<file path="src/rtl/bdch_pkg.sv">
package bdch_pkg;

   // configuration register layout
   localparam int unsigned CSR_DATA_W  = 16;
   localparam int unsigned CSR_INDEX_W = 2;
   localparam logic [CSR_INDEX_W-1:0] CSR_DEBOUNCE  = 2'd0;
   localparam logic [CSR_INDEX_W-1:0] CSR_CLICK_MAX = 2'd1;
   localparam logic [CSR_INDEX_W-1:0] CSR_HOLD      = 2'd2;

   localparam logic [CSR_DATA_W-1:0] DEBOUNCE_RESET  = 16'd30;
   localparam logic [CSR_DATA_W-1:0] CLICK_MAX_RESET = 16'd1500;
   localparam logic [CSR_DATA_W-1:0] HOLD_RESET      = 16'd2000;

   // button and channel numbering
   localparam logic [3:0] COMBINED_BUTTON = 4'd5;
   localparam logic [3:0] EXPANDER_COUNT  = 4'd8;
   localparam logic [3:0] DIRECT_BUTTON   = 4'd8;
   localparam logic [3:0] CH_DIRECT       = 4'd7;
   localparam logic [3:0] CH_AROMA        = 4'd8;
   localparam logic [3:0] CH_ION          = 4'd9;
   localparam logic CMD_CLICK = 1'b0;
   localparam logic CMD_HOLD  = 1'b1;

   typedef struct packed {
      logic [31:0] now_ms;
      logic [7:0]  expander_port;
      logic        port_fresh;
      logic        direct_level;
   } req_type;

   typedef struct packed {
      logic [3:0] channel;
      logic       command;
      logic       last;
   } rsp_type;

   typedef struct packed {
      logic       valid;
      logic [3:0] channel;
      logic       command;
   } event_map_type;

   // button number and event kind to output channel and command
   function automatic event_map_type map_event(input logic [3:0] button, input logic hold);
      event_map_type m;
      m.valid   = 1'b1;
      m.channel = button;
      m.command = hold;
      if (button == COMBINED_BUTTON) begin
         m.channel = hold ? CH_ION : CH_AROMA;
         m.command = CMD_CLICK;
      end else if (button < COMBINED_BUTTON) begin
         m.channel = button;
      end else if (button < EXPANDER_COUNT) begin
         m.channel = button - 4'd1;
      end else if (button == DIRECT_BUTTON) begin
         m.channel = CH_DIRECT;
      end else begin
         m.valid = 1'b0;
      end
      return m;
   endfunction

endpackage

</file>
<file path="src/rtl/button_debounce_click_hold_unit.sv">
// channel | ports                                  | transaction
// req     | req_valid, req_stall, req_data         | one tick: time stamp, expander, pin
// rsp     | rsp_valid, rsp_stall, rsp_data         | one click or hold event
// csr     | csr_write_enable, csr_index, csr_write_data | one register write
//
// a tick is accepted in the idle state, then the buttons are scanned in order,
// each with a debounce step and, when a debounce test passes or a press is
// timed, a press step, then a flush step follows; all steps use the single
// shared subtract-and-compare unit. the first tick after reset only captures levels.
// an event stalls the scan only while both the output register and the
// pending event slot are full. reset is synchronous, active high.
module button_debounce_click_hold_unit #(
   parameter int unsigned BUTTON_COUNT = 9
) (
   input  logic                                clock,
   input  logic                                reset,
   input  logic                                req_valid,
   output logic                                req_stall,
   input  bdch_pkg::req_type                   req_data,
   output logic                                rsp_valid,
   input  logic                                rsp_stall,
   output bdch_pkg::rsp_type                   rsp_data,
   input  logic                                csr_write_enable,
   input  logic [bdch_pkg::CSR_INDEX_W-1:0]    csr_index,
   input  logic [bdch_pkg::CSR_DATA_W-1:0]     csr_write_data
);

   localparam int unsigned IDX_W = (BUTTON_COUNT > 1) ? $clog2(BUTTON_COUNT) : 1;
   localparam logic [IDX_W-1:0] IDX_LAST = IDX_W'(BUTTON_COUNT - 1);

   localparam logic [1:0] ST_IDLE  = 2'd0;
   localparam logic [1:0] ST_DEB   = 2'd1;
   localparam logic [1:0] ST_PRS   = 2'd2;
   localparam logic [1:0] ST_FLUSH = 2'd3;

   // control
   logic [1:0]       state_ff, state_in;
   logic [IDX_W-1:0] idx_ff, idx_in;
   logic             started_ff, started_in;
   logic             pend_valid_ff, pend_valid_in;
   logic             rsp_valid_ff, rsp_valid_in;

   // configuration
   logic [15:0] debounce_ff, debounce_in;
   logic [15:0] click_max_ff, click_max_in;
   logic [15:0] hold_ff, hold_in;

   // payload
   logic [31:0]       now_ff, now_in;
   bdch_pkg::rsp_type pend_ff, pend_in;
   bdch_pkg::rsp_type rsp_data_ff, rsp_data_in;

   // per-button state
   logic        raw_ff        [BUTTON_COUNT];
   logic        raw_in        [BUTTON_COUNT];
   logic [31:0] raw_time_ff   [BUTTON_COUNT];
   logic [31:0] raw_time_in   [BUTTON_COUNT];
   logic        stable_ff     [BUTTON_COUNT];
   logic        stable_in     [BUTTON_COUNT];
   logic [31:0] press_time_ff [BUTTON_COUNT];
   logic [31:0] press_time_in [BUTTON_COUNT];
   logic        hold_sent_ff  [BUTTON_COUNT];
   logic        hold_sent_in  [BUTTON_COUNT];

   // scan datapath
   logic [31:0]             op_time;
   logic [31:0]             diff;
   logic [16:0]             limit;
   logic                    ge;
   logic                    out_free;
   logic                    cur_raw;
   logic                    cur_stable;
   logic                    cur_hold_sent;
   logic                    fire;
   logic                    ev;
   logic                    done;
   logic                    push;
   bdch_pkg::rsp_type       push_data;
   bdch_pkg::event_map_type ev_map;
   logic [15:0]             src_pressed;
   logic [15:0]             src_live;

   assign req_stall = (state_ff != ST_IDLE);
   assign rsp_valid = rsp_valid_ff;
   assign rsp_data  = rsp_data_ff;

   // button sources: expander bits 0-7, direct pin at button 8, none beyond
   assign src_pressed = {7'd0, ~req_data.direct_level, ~req_data.expander_port};
   assign src_live    = {7'd0, 1'b1, {8{req_data.port_fresh}}};

   // shared subtract-and-compare unit
   assign cur_raw       = raw_ff[idx_ff];
   assign cur_stable    = stable_ff[idx_ff];
   assign cur_hold_sent = hold_sent_ff[idx_ff];
   assign op_time  = (state_ff == ST_DEB) ? raw_time_ff[idx_ff] : press_time_ff[idx_ff];
   assign diff     = now_ff - op_time;
   always_comb begin
      if (state_ff == ST_DEB) begin
         limit = {1'b0, debounce_ff};
      end else if (cur_stable) begin
         limit = {1'b0, hold_ff};
      end else begin
         limit = {1'b0, click_max_ff} + 17'd1;
      end
   end
   assign ge       = (diff >= {15'd0, limit});
   assign out_free = !rsp_valid_ff || !rsp_stall;
   assign ev_map   = bdch_pkg::map_event(4'(idx_ff), cur_stable);

   // configuration writes
   always_comb begin
      debounce_in  = debounce_ff;
      click_max_in = click_max_ff;
      hold_in      = hold_ff;
      if (csr_write_enable) begin
         case (csr_index)
            bdch_pkg::CSR_DEBOUNCE:  debounce_in  = csr_write_data;
            bdch_pkg::CSR_CLICK_MAX: click_max_in = csr_write_data;
            bdch_pkg::CSR_HOLD:      hold_in      = csr_write_data;
            default: ;
         endcase
      end
   end

   // scan sequencer
   always_comb begin
      state_in      = state_ff;
      idx_in        = idx_ff;
      started_in    = started_ff;
      pend_valid_in = pend_valid_ff;
      pend_in       = pend_ff;
      now_in        = now_ff;
      raw_in        = raw_ff;
      raw_time_in   = raw_time_ff;
      stable_in     = stable_ff;
      press_time_in = press_time_ff;
      hold_sent_in  = hold_sent_ff;
      fire          = 1'b0;
      ev            = 1'b0;
      done          = 1'b0;
      push          = 1'b0;
      push_data     = pend_ff;

      case (state_ff)
         ST_IDLE: begin
            if (req_valid) begin
               now_in = req_data.now_ms;
               if (!started_ff) begin
                  // first tick only captures the current levels
                  for (int k = 0; k < BUTTON_COUNT; k++) begin
                     raw_in[k]        = src_pressed[k];
                     raw_time_in[k]   = req_data.now_ms;
                     press_time_in[k] = req_data.now_ms;
                     stable_in[k]     = src_pressed[k];
                     hold_sent_in[k]  = src_pressed[k];
                  end
                  started_in = 1'b1;
                  state_in   = ST_FLUSH;
               end else begin
                  // raw level change tracking
                  for (int k = 0; k < BUTTON_COUNT; k++) begin
                     if (src_live[k] && (raw_ff[k] != src_pressed[k])) begin
                        raw_in[k]      = src_pressed[k];
                        raw_time_in[k] = req_data.now_ms;
                     end
                  end
                  idx_in   = '0;
                  state_in = ST_DEB;
               end
            end
         end
         ST_DEB: begin
            if (cur_raw != cur_stable) begin
               if (ge) begin
                  // debounced level change
                  stable_in[idx_ff] = cur_raw;
                  if (cur_raw) begin
                     press_time_in[idx_ff] = now_ff;
                     hold_sent_in[idx_ff]  = 1'b0;
                  end
                  state_in = ST_PRS;
               end else begin
                  done = 1'b1;
               end
            end else if (cur_stable && !cur_hold_sent) begin
               state_in = ST_PRS;
            end else begin
               done = 1'b1;
            end
         end
         ST_PRS: begin
            // pressed: hold test, released: click test
            fire = cur_stable ? ge : (!cur_hold_sent && !ge);
            ev   = fire && ev_map.valid;
            if (!(ev && pend_valid_ff && !out_free)) begin
               if (cur_stable) begin
                  if (ge) begin
                     hold_sent_in[idx_ff] = 1'b1;
                  end
               end else begin
                  hold_sent_in[idx_ff] = 1'b0;
               end
               if (ev) begin
                  push           = pend_valid_ff;
                  push_data      = pend_ff;
                  push_data.last = 1'b0;
                  pend_in.channel = ev_map.channel;
                  pend_in.command = ev_map.command;
                  pend_in.last    = 1'b0;
                  pend_valid_in   = 1'b1;
               end
               done = 1'b1;
            end
         end
         ST_FLUSH: begin
            // the held-back event is the last one of the tick
            if (!pend_valid_ff) begin
               state_in = ST_IDLE;
            end else if (out_free) begin
               push           = 1'b1;
               push_data      = pend_ff;
               push_data.last = 1'b1;
               pend_valid_in  = 1'b0;
               state_in       = ST_IDLE;
            end
         end
         default: state_in = ST_IDLE;
      endcase

      // step to the next button
      if (done) begin
         if (idx_ff == IDX_LAST) begin
            state_in = ST_FLUSH;
         end else begin
            idx_in   = idx_ff + 1'b1;
            state_in = ST_DEB;
         end
      end
   end

   // output register
   assign rsp_valid_in = push ? 1'b1 : (rsp_valid_ff && rsp_stall);
   assign rsp_data_in  = push ? push_data : rsp_data_ff;

   always_ff @(posedge clock) begin
      if (reset) begin
         state_ff      <= ST_IDLE;
         started_ff    <= 1'b0;
         pend_valid_ff <= 1'b0;
         rsp_valid_ff  <= 1'b0;
         debounce_ff   <= bdch_pkg::DEBOUNCE_RESET;
         click_max_ff  <= bdch_pkg::CLICK_MAX_RESET;
         hold_ff       <= bdch_pkg::HOLD_RESET;
      end else begin
         state_ff      <= state_in;
         started_ff    <= started_in;
         pend_valid_ff <= pend_valid_in;
         rsp_valid_ff  <= rsp_valid_in;
         debounce_ff   <= debounce_in;
         click_max_ff  <= click_max_in;
         hold_ff       <= hold_in;
      end
   end

   // payload and per-button state
   always_ff @(posedge clock) begin
      idx_ff        <= idx_in;
      now_ff        <= now_in;
      pend_ff       <= pend_in;
      rsp_data_ff   <= rsp_data_in;
      raw_ff        <= raw_in;
      raw_time_ff   <= raw_time_in;
      stable_ff     <= stable_in;
      press_time_ff <= press_time_in;
      hold_sent_ff  <= hold_sent_in;
   end

endmodule

</file>
<file path="config.mk">
export PLATFORM = sky130hd
export DESIGN_NAME = button_debounce_click_hold_unit
export DESIGN_NICKNAME = d
export VERILOG_FILES = /design/src/rtl/bdch_pkg.sv /design/src/rtl/button_debounce_click_hold_unit.sv
export SDC_FILE = /design/constraint.sdc
export NUM_CORES = 1
export LEC_CHECK = 0
export BUFFER_PORTS_ARGS = -buffer_cell sky130_fd_sc_hd__buf_2
export CAP_MARGIN = 0
export CORE_ASPECT_RATIO = 1.75
export CORE_MARGIN = 10
export CORE_UTILIZATION = 45
export DETAILED_ROUTE_END_ITERATION = 10
export PLACE_DENSITY = 0.64
export SLEW_MARGIN = 20
export SYNTH_ARGS = -nofsm -noshare
export SYNTH_HDL_FRONTEND = slang
export SYNTH_SLANG_ARGS = --single-unit
export TNS_END_PERCENT = 50
</file>
<file path="constraint.sdc">
create_clock -name clock -period 7.9 [get_ports clock]
set_input_delay 1.185 -clock clock [delete_from_list [all_inputs] [get_ports clock]]
set_output_delay 1.185 -clock clock [all_outputs]
set_load 0.01 [all_outputs]
</file>
* After elaboration in Yosys (flattened, before gate mapping)
Index checks and enable logic that the tools add are counted.
Storage, ports and cells: register bits after elaboration 703, bits of input ports 65, output and inout port bits 8, word-level logic and storage cells 265
Cells by class: $add $sub $neg 4, $lt $le $gt $ge 5, equality and inequality tests 38, mux-type cells 104, bitwise operators 7, reductions and logical operators 48
Operator list (number):
- 288-bit two-way mux | 6
- 288-bit case mux with 2 select lines | 1
- 32-bit two-way mux | 15
- 288-bit bitwise mux | 1
- 32-bit binary-select mux with 4-bit select | 2
- 32-bit demux with 4-bit select | 1
- 9-bit two-way mux | 11
- 1-bit two-way mux | 36
- 4-bit two-way mux | 9
- 17-bit two-way mux | 2
- 3-bit AND reduction | 11
- 32-bit by 17-bit greater-or-equal comparator with 1-bit output | 1
- 32-bit subtractor | 1
- 9-bit case mux with 3 select lines | 1
- 2-bit by 1-bit != test with 1-bit output, second input constant | 10
- 2-bit two-way mux | 9
- 9-bit case mux with 2 select lines | 1
- 16-bit by 1-bit adder with 17-bit output, second input constant | 1
- 1-bit logical AND | 15
- 1-bit binary-select mux with 4-bit select | 3
- 2-bit != test, second input constant | 6
- 1-bit != test | 10
- 2-bit AND reduction | 5
- 5-bit AND reduction | 2
- 31 further kinds | 46

* Longest topological paths before layout
word-level depth 17, mapped depth 30, gate-level depth less buffers 29

* Least setup slack after synthesis
OpenSTA, ideal clock, no wires.
kind reg2reg, start point register idx_ff[0], end point register press_time_ff[32] (netlist bit), enable pin, setup time 0.432 ns, data arrival time 7.538 ns, data required time 7.468 ns, setup slack -0.070 ns, cell stages (with the launch flop) 31, buffers on the path 6, clock period less this slack 7.970 ns, cells stage by stage dfxtp_1 buf_2 buf_2 buf_2 buf_1 buf_1 mux4_2 nand3b_1 a21oi_1 a21oi_1 ha_1 buf_2 and3_1 a31o_1 o21bai_1 o21a_1 nor2_1 xnor2_1 ha_1 nand2_1 o21ai_0 a21oi_1 o221ai_1 a31oi_1 nand2_1 nor4_2 nand4_4 o21ai_0 a211oi_1 o21ai_1 a21oi_1
Between the ends: longest elaborated chain between the ends 9, elaborated cells on any way between the ends 23, those cells by class 1 x add/sub; 1 x order compare; 4 x eq/ne; 15 x mux; 1 x bitwise; 1 x reduce/logical
Ends and longest elaborated chain:
- from (decl) | line button_debounce_click_hold_unit.sv:38 | logic [IDX_W-1:0] idx_ff, idx_in;
- from (signal assigned) | line button_debounce_click_hold_unit.sv:267 | idx_ff <= idx_in;
- 4-bit inverter with 5-bit output (implied by the code) (*) | line button_debounce_click_hold_unit.sv:92, button_debounce_click_hold_unit.sv:93, button_debounce_click_hold_unit.sv:95
- 32-bit binary-select mux with 4-bit select or 1-bit binary-select mux with 4-bit select (tied branches) | line button_debounce_click_hold_unit.sv:95, button_debounce_click_hold_unit.sv:93
- 32-bit two-way mux (implied by the code) or 1-bit two-way mux (tied branches) (2 in series) | line button_debounce_click_hold_unit.sv:95, button_debounce_click_hold_unit.sv:93
- 32-bit two-way mux or 17-bit two-way mux (tied branches) | line button_debounce_click_hold_unit.sv:95, button_debounce_click_hold_unit.sv:100
- 32-bit subtractor or 17-bit two-way mux (tied branches) | line button_debounce_click_hold_unit.sv:96, button_debounce_click_hold_unit.sv:98
- 32-bit by 17-bit greater-or-equal comparator with 1-bit output | line button_debounce_click_hold_unit.sv:106 | assign ge = (diff >= {15'd0, limit});
- 2-bit != test (no source line)
- 6-bit AND reduction (no source line) (*)
- to (signal assigned) | line button_debounce_click_hold_unit.sv:274 | press_time_ff <= press_time_in;
- to (decl) | line button_debounce_click_hold_unit.sv:60 | logic [31:0] press_time_ff [BUTTON_COUNT];
Mark *: on every way between the ends. The rest lies on a longest branch, timed or not. The select of a mux whose other input is x is not followed. A chain may end at the register's enable or synchronous reset.

* Worst setup path in the final report
start point register state_ff[1], end point register press_time_ff[60] (netlist bit), enable pin
Between the ends: longest elaborated chain between the ends 6, elaborated cells on any way between the ends 13, those cells by class 1 x add/sub; 1 x order compare; 6 x eq/ne; 2 x mux; 3 x reduce/logical
Ends and longest elaborated chain:
- from (decl) | line button_debounce_click_hold_unit.sv:37 | logic [1:0] state_ff, state_in;
- from (signal assigned) | line button_debounce_click_hold_unit.sv:255 | state_ff <= state_in;
- 2-bit by 1-bit equality test with 1-bit output | line button_debounce_click_hold_unit.sv:95, button_debounce_click_hold_unit.sv:98, button_debounce_click_hold_unit.sv:144
- 32-bit two-way mux | line button_debounce_click_hold_unit.sv:95 | assign op_time = (state_ff == ST_DEB) ? raw_time_ff[idx_ff] : press_time_ff[idx_ff];
- 32-bit subtractor | line button_debounce_click_hold_unit.sv:96 | assign diff = now_ff - op_time;
- 32-bit by 17-bit greater-or-equal comparator with 1-bit output | line button_debounce_click_hold_unit.sv:106
- 2-bit != test (no source line)
- 6-bit AND reduction (no source line) (*)
Mark *: on every way between the ends. The rest lies on a longest branch, timed or not.

==> results by group <==
Floorplanning
  • Die area: 0.08433 mm2
  • Die extent in y: 376.7 um
  • Ports: 73
  • # rows: 130
  • Initial core utilization: 45.52%
  • Die X: 223.9 um
  • Core area: 0.07189 mm2

Final layout
  • Area delta synth->final: 11.81%
  • Most frequent cells in the layout: 745 x nand2_1, 646 x edfxtp_1, 167 x a21oi_1, 134 x mux4_2, 72 x buf_2
  • Filler instances: 6100
  • Share of layout cells above drive strength 1: 16.04%
  • Final core utilization: 50.89%
  • Fin nets: 2750
  • Commonest non-fill, non-tap cell in the layout: nand2_1

Synthesis
  • Syn_nets: 2722
  • Synthesis-stage register bit count: 703
  • Async SR Flop Fraction: 0%
  • Main combinational cell family by area after synthesis: simple AND/OR/NAND/NOR gates
  • Post-Synth Adder-Cell Area: 2.394%
  • Netlist cell types: 69
  • Post-synth EDFFs: 646
  • Synth Area in Simple Gates: 12.90%
  • Top post-synthesis cells by area: edfxtp_1 59%, mux4_2 9.2%, nand2_1 8.5%, dfxtp_1 3.5%, a21oi_1 2.8%
  • Post-synthesis mux area share: 9.559%
  • Synthesized cell area: 0.03272 mm2
  • Top_reg_cell synth: edfxtp_1
  • Part of the Yosys area used for sequential elements: 62.77%
  • Ys Warns: 0
  • Post-synth top area share: 59.28%
  • Area leader, netlist: edfxtp_1
  • Mean post-synth cell area: 12.61 um2
  • Mapped Cells: 2595
  • Compound-gate portion of the synthesized area: 8.614%
  • Synth Area in XOR/XNOR: 1.285%

GRT
  • GRT overflow: 0
  • Met2 Use GR: 40.29%
  • Total track usage: 21.82%
  • Largest net degree at the start of global routing: 55
  • M3 GR Usage: 3.039%
  • Vias in the first global route: 22590
  • Most Used Layer, Global Route: met2
  • Initial antenna violation count: 4
  • Met1 usage: 23.53%
  • First-pass GRT wire length: 140.1 mm

Power
  • Cell Pwr Density: 511.3 mW/mm2
  • Tot Pwr: 0.01871 W
  • Maximum vdd drop: 0.2505 mV
  • Leakage Power: 13.01 nW

STA
  • Final slew viol count: 0
  • Tmin final: 7.512 ns
  • Unrepaired setup endpoints after global routing: false
  • Final hold violation count: 0
  • Layout Skew: 0.02655 ns
  • Slew @ Worst Pin: 1.012 ns
  • Setup ws final: 0.3878 ns
  • Final setup violating endpoints: 0
  • Final hold slack: 0.4219 ns
  • Post-route clock period utilization: 95.09%
  • Max-Slew Margin vs Limit: 32.43%
  • F_max: 133.1 MHz

Worst setup path
  • Crit path DAT: 7.85 ns
  • R2r endpoint: press_time_ff[60]
  • R2R setup slack: 0.39 ns
  • Cells on worst reg2reg path: 29
  • Critical path endpoint category: register
  • Setup CP Type: register to register
  • Crit-path max cell delay: 0.50 ns
  • CP required: 8.24 ns
  • Crit path max fanout: 22
  • Reg2reg start: state_ff[1]
  • CP max-delay cell: a2111oi_1
  • Setup crit start kind: register

Routing
  • DRC: 0
  • Vias: 21800
  • Drt via density: 6.054
  • Routed Antenna Nets: 0
  • Detailed-route wire length: 93.95 mm
  • DRT iter0 DRCs: 2240
  • WL per Instance: 26.09 um
  • First-pass DRT Iterations: 8

Min path
  • Worst Hold Path EP: rsp_data[2]
  • Hold Path Class: register to register
  • Hold_sp: pend_ff[2]
  • Hold-critical path depth: 0

Clocking
  • CTS tree: done
  • Clock Sink Count: 703
  • CTS Root Cell: clkbuf_16
  • Clk buf depth: 3
  • Clock slew at reported path FFs: 0.06 ns
  • # H-tree levels: 2
  • Num CTS Buffers: 61
  • Clock Latency Late Sink: 0.65 ns

Status
  • Outcome: finished clean

Placement
  • Setup Slack @ Placement: 0.3830 ns
  • Placer's final routability congestion estimate: 0.9599
  • Port buffer count: 72
  • Post-detail-place hpwl: 60.74 mm

Job
  • Max Cap Viol: 0
## stage by stage
| step | instances | setup TNS, ns | area (um2) |
|---|---|---|---|
| after CTS | 3594 | 0 | 36520 |
| after detailed placement | 3479 | 0 | 34370 |
| after global placement | 3479 | 0 | 34370 |
| after global routing | 3599 | 0 | 36580 |
| final | 3601 | 0 | 36590 |
| after floorplan | 2595 | -20.13 | 32720 |
## final cells by class
class / count / area, um2 / share of cell area (%)
sequential: 703 / 20550 / 56.17
multi-input combinational: 1678 / 11650 / 31.84
clock buffer: 72 / 1578 / 4.312
tap: 924 / 1156 / 3.160
timing repair buffer: 141 / 935.9 / 2.558
clock inverter: 43 / 571.8 / 1.563
inverter: 38 / 142.6 / 0.3899
antenna: 2 / 5.005 / 0.01368
## sequential cells by signal (all words and copies together), names as in the netlist
signal / flops
press_time_ff: 288
raw_time_ff: 288
now_ff: 32
click_max_ff: 16
debounce_ff: 16
hold_ff: 16
hold_sent_ff: 9
raw_ff: 9
stable_ff: 9
rsp_data: 6
pend_ff: 5
idx_ff: 4
state_ff: 2
pend_valid_ff: 1
rsp_valid: 1
started_ff: 1
## critical path, delay by kind of cell, from the launching register on
kind,cells,cell delay (ns)
compound gates,15,3.41
xor+xnor,1,0.14
fa+ha+maj,4,1.16
buf+inv,4,1.01
flops,1,0.42
simple gates,5,1.01
## power by group
group | switching (W) | internal [W]
sequential | 0.000492 | 0.00584
clock | 0.00139 | 0.00186
combinational | 0.00584 | 0.00329
## synthesized netlist by cell type (11+ instances only)
cell      count
nand2_1     745
edfxtp_1    646
a21oi_1     186
clkbuf_1    142
mux4_2      134
nor2_1       67
nand3_1      64
a221o_1      62
ha_1         61
dfxtp_1      57
nand3b_1     48
o21ai_0      45
inv_1        35
xnor2_1      33
buf_1        28
a211oi_1     22
xor2_1       15
a21o_1       14
o21a_1       13
o211ai_1     12
o22ai_1      12
mux2i_1      11
## logic make-up (layout without fill, tap and decap cells)
group / Yosys count / in the layout
AO/OA/AOI/OAI: 425 / 425
XOR/XNOR: 48 / 48
adder cells (fa/ha/maj): 62 / 62
buffers and inverters: 214 / 294
flip-flops: 703 / 703
multiplexers: 145 / 145
other: 0 / 2
AND/OR/NAND/NOR: 998 / 998
## worst max-delay path by stage
stage	startpoint	to	slack (ns)	depth (start not counted)
after floorplan	idx_ff[0]	press_time_ff[32]	-0.07	30
after global routing	state_ff[1]	press_time_ff[56]	0.04	29
after global placement	idx_ff[0]	press_time_ff[54]	0.46	28
after CTS	idx_ff[0]	press_time_ff[56]	0.30	27
final	state_ff[1]	press_time_ff[60]	0.39	29
after detailed placement	idx_ff[0]	press_time_ff[56]	0.38	28
## timing repair
item / CTS / global route
gates resized for setup: 0 / 1
endpoints found under the setup margin: 0 / 233
setup buffers: 0 / 5
hold buffers: 0 / 0
## routing by layer
layer  share of wire, %  vias to the layer above  wire, um
li1                   -                     9675         -
met1                 35                    10880     32730
met5              0.014                        -        13
met2                 54                      953     50270
met3                6.0                      289      5620
met4                5.7                        2      5323
Note: power is estimated with default switching activity, not from simulation.
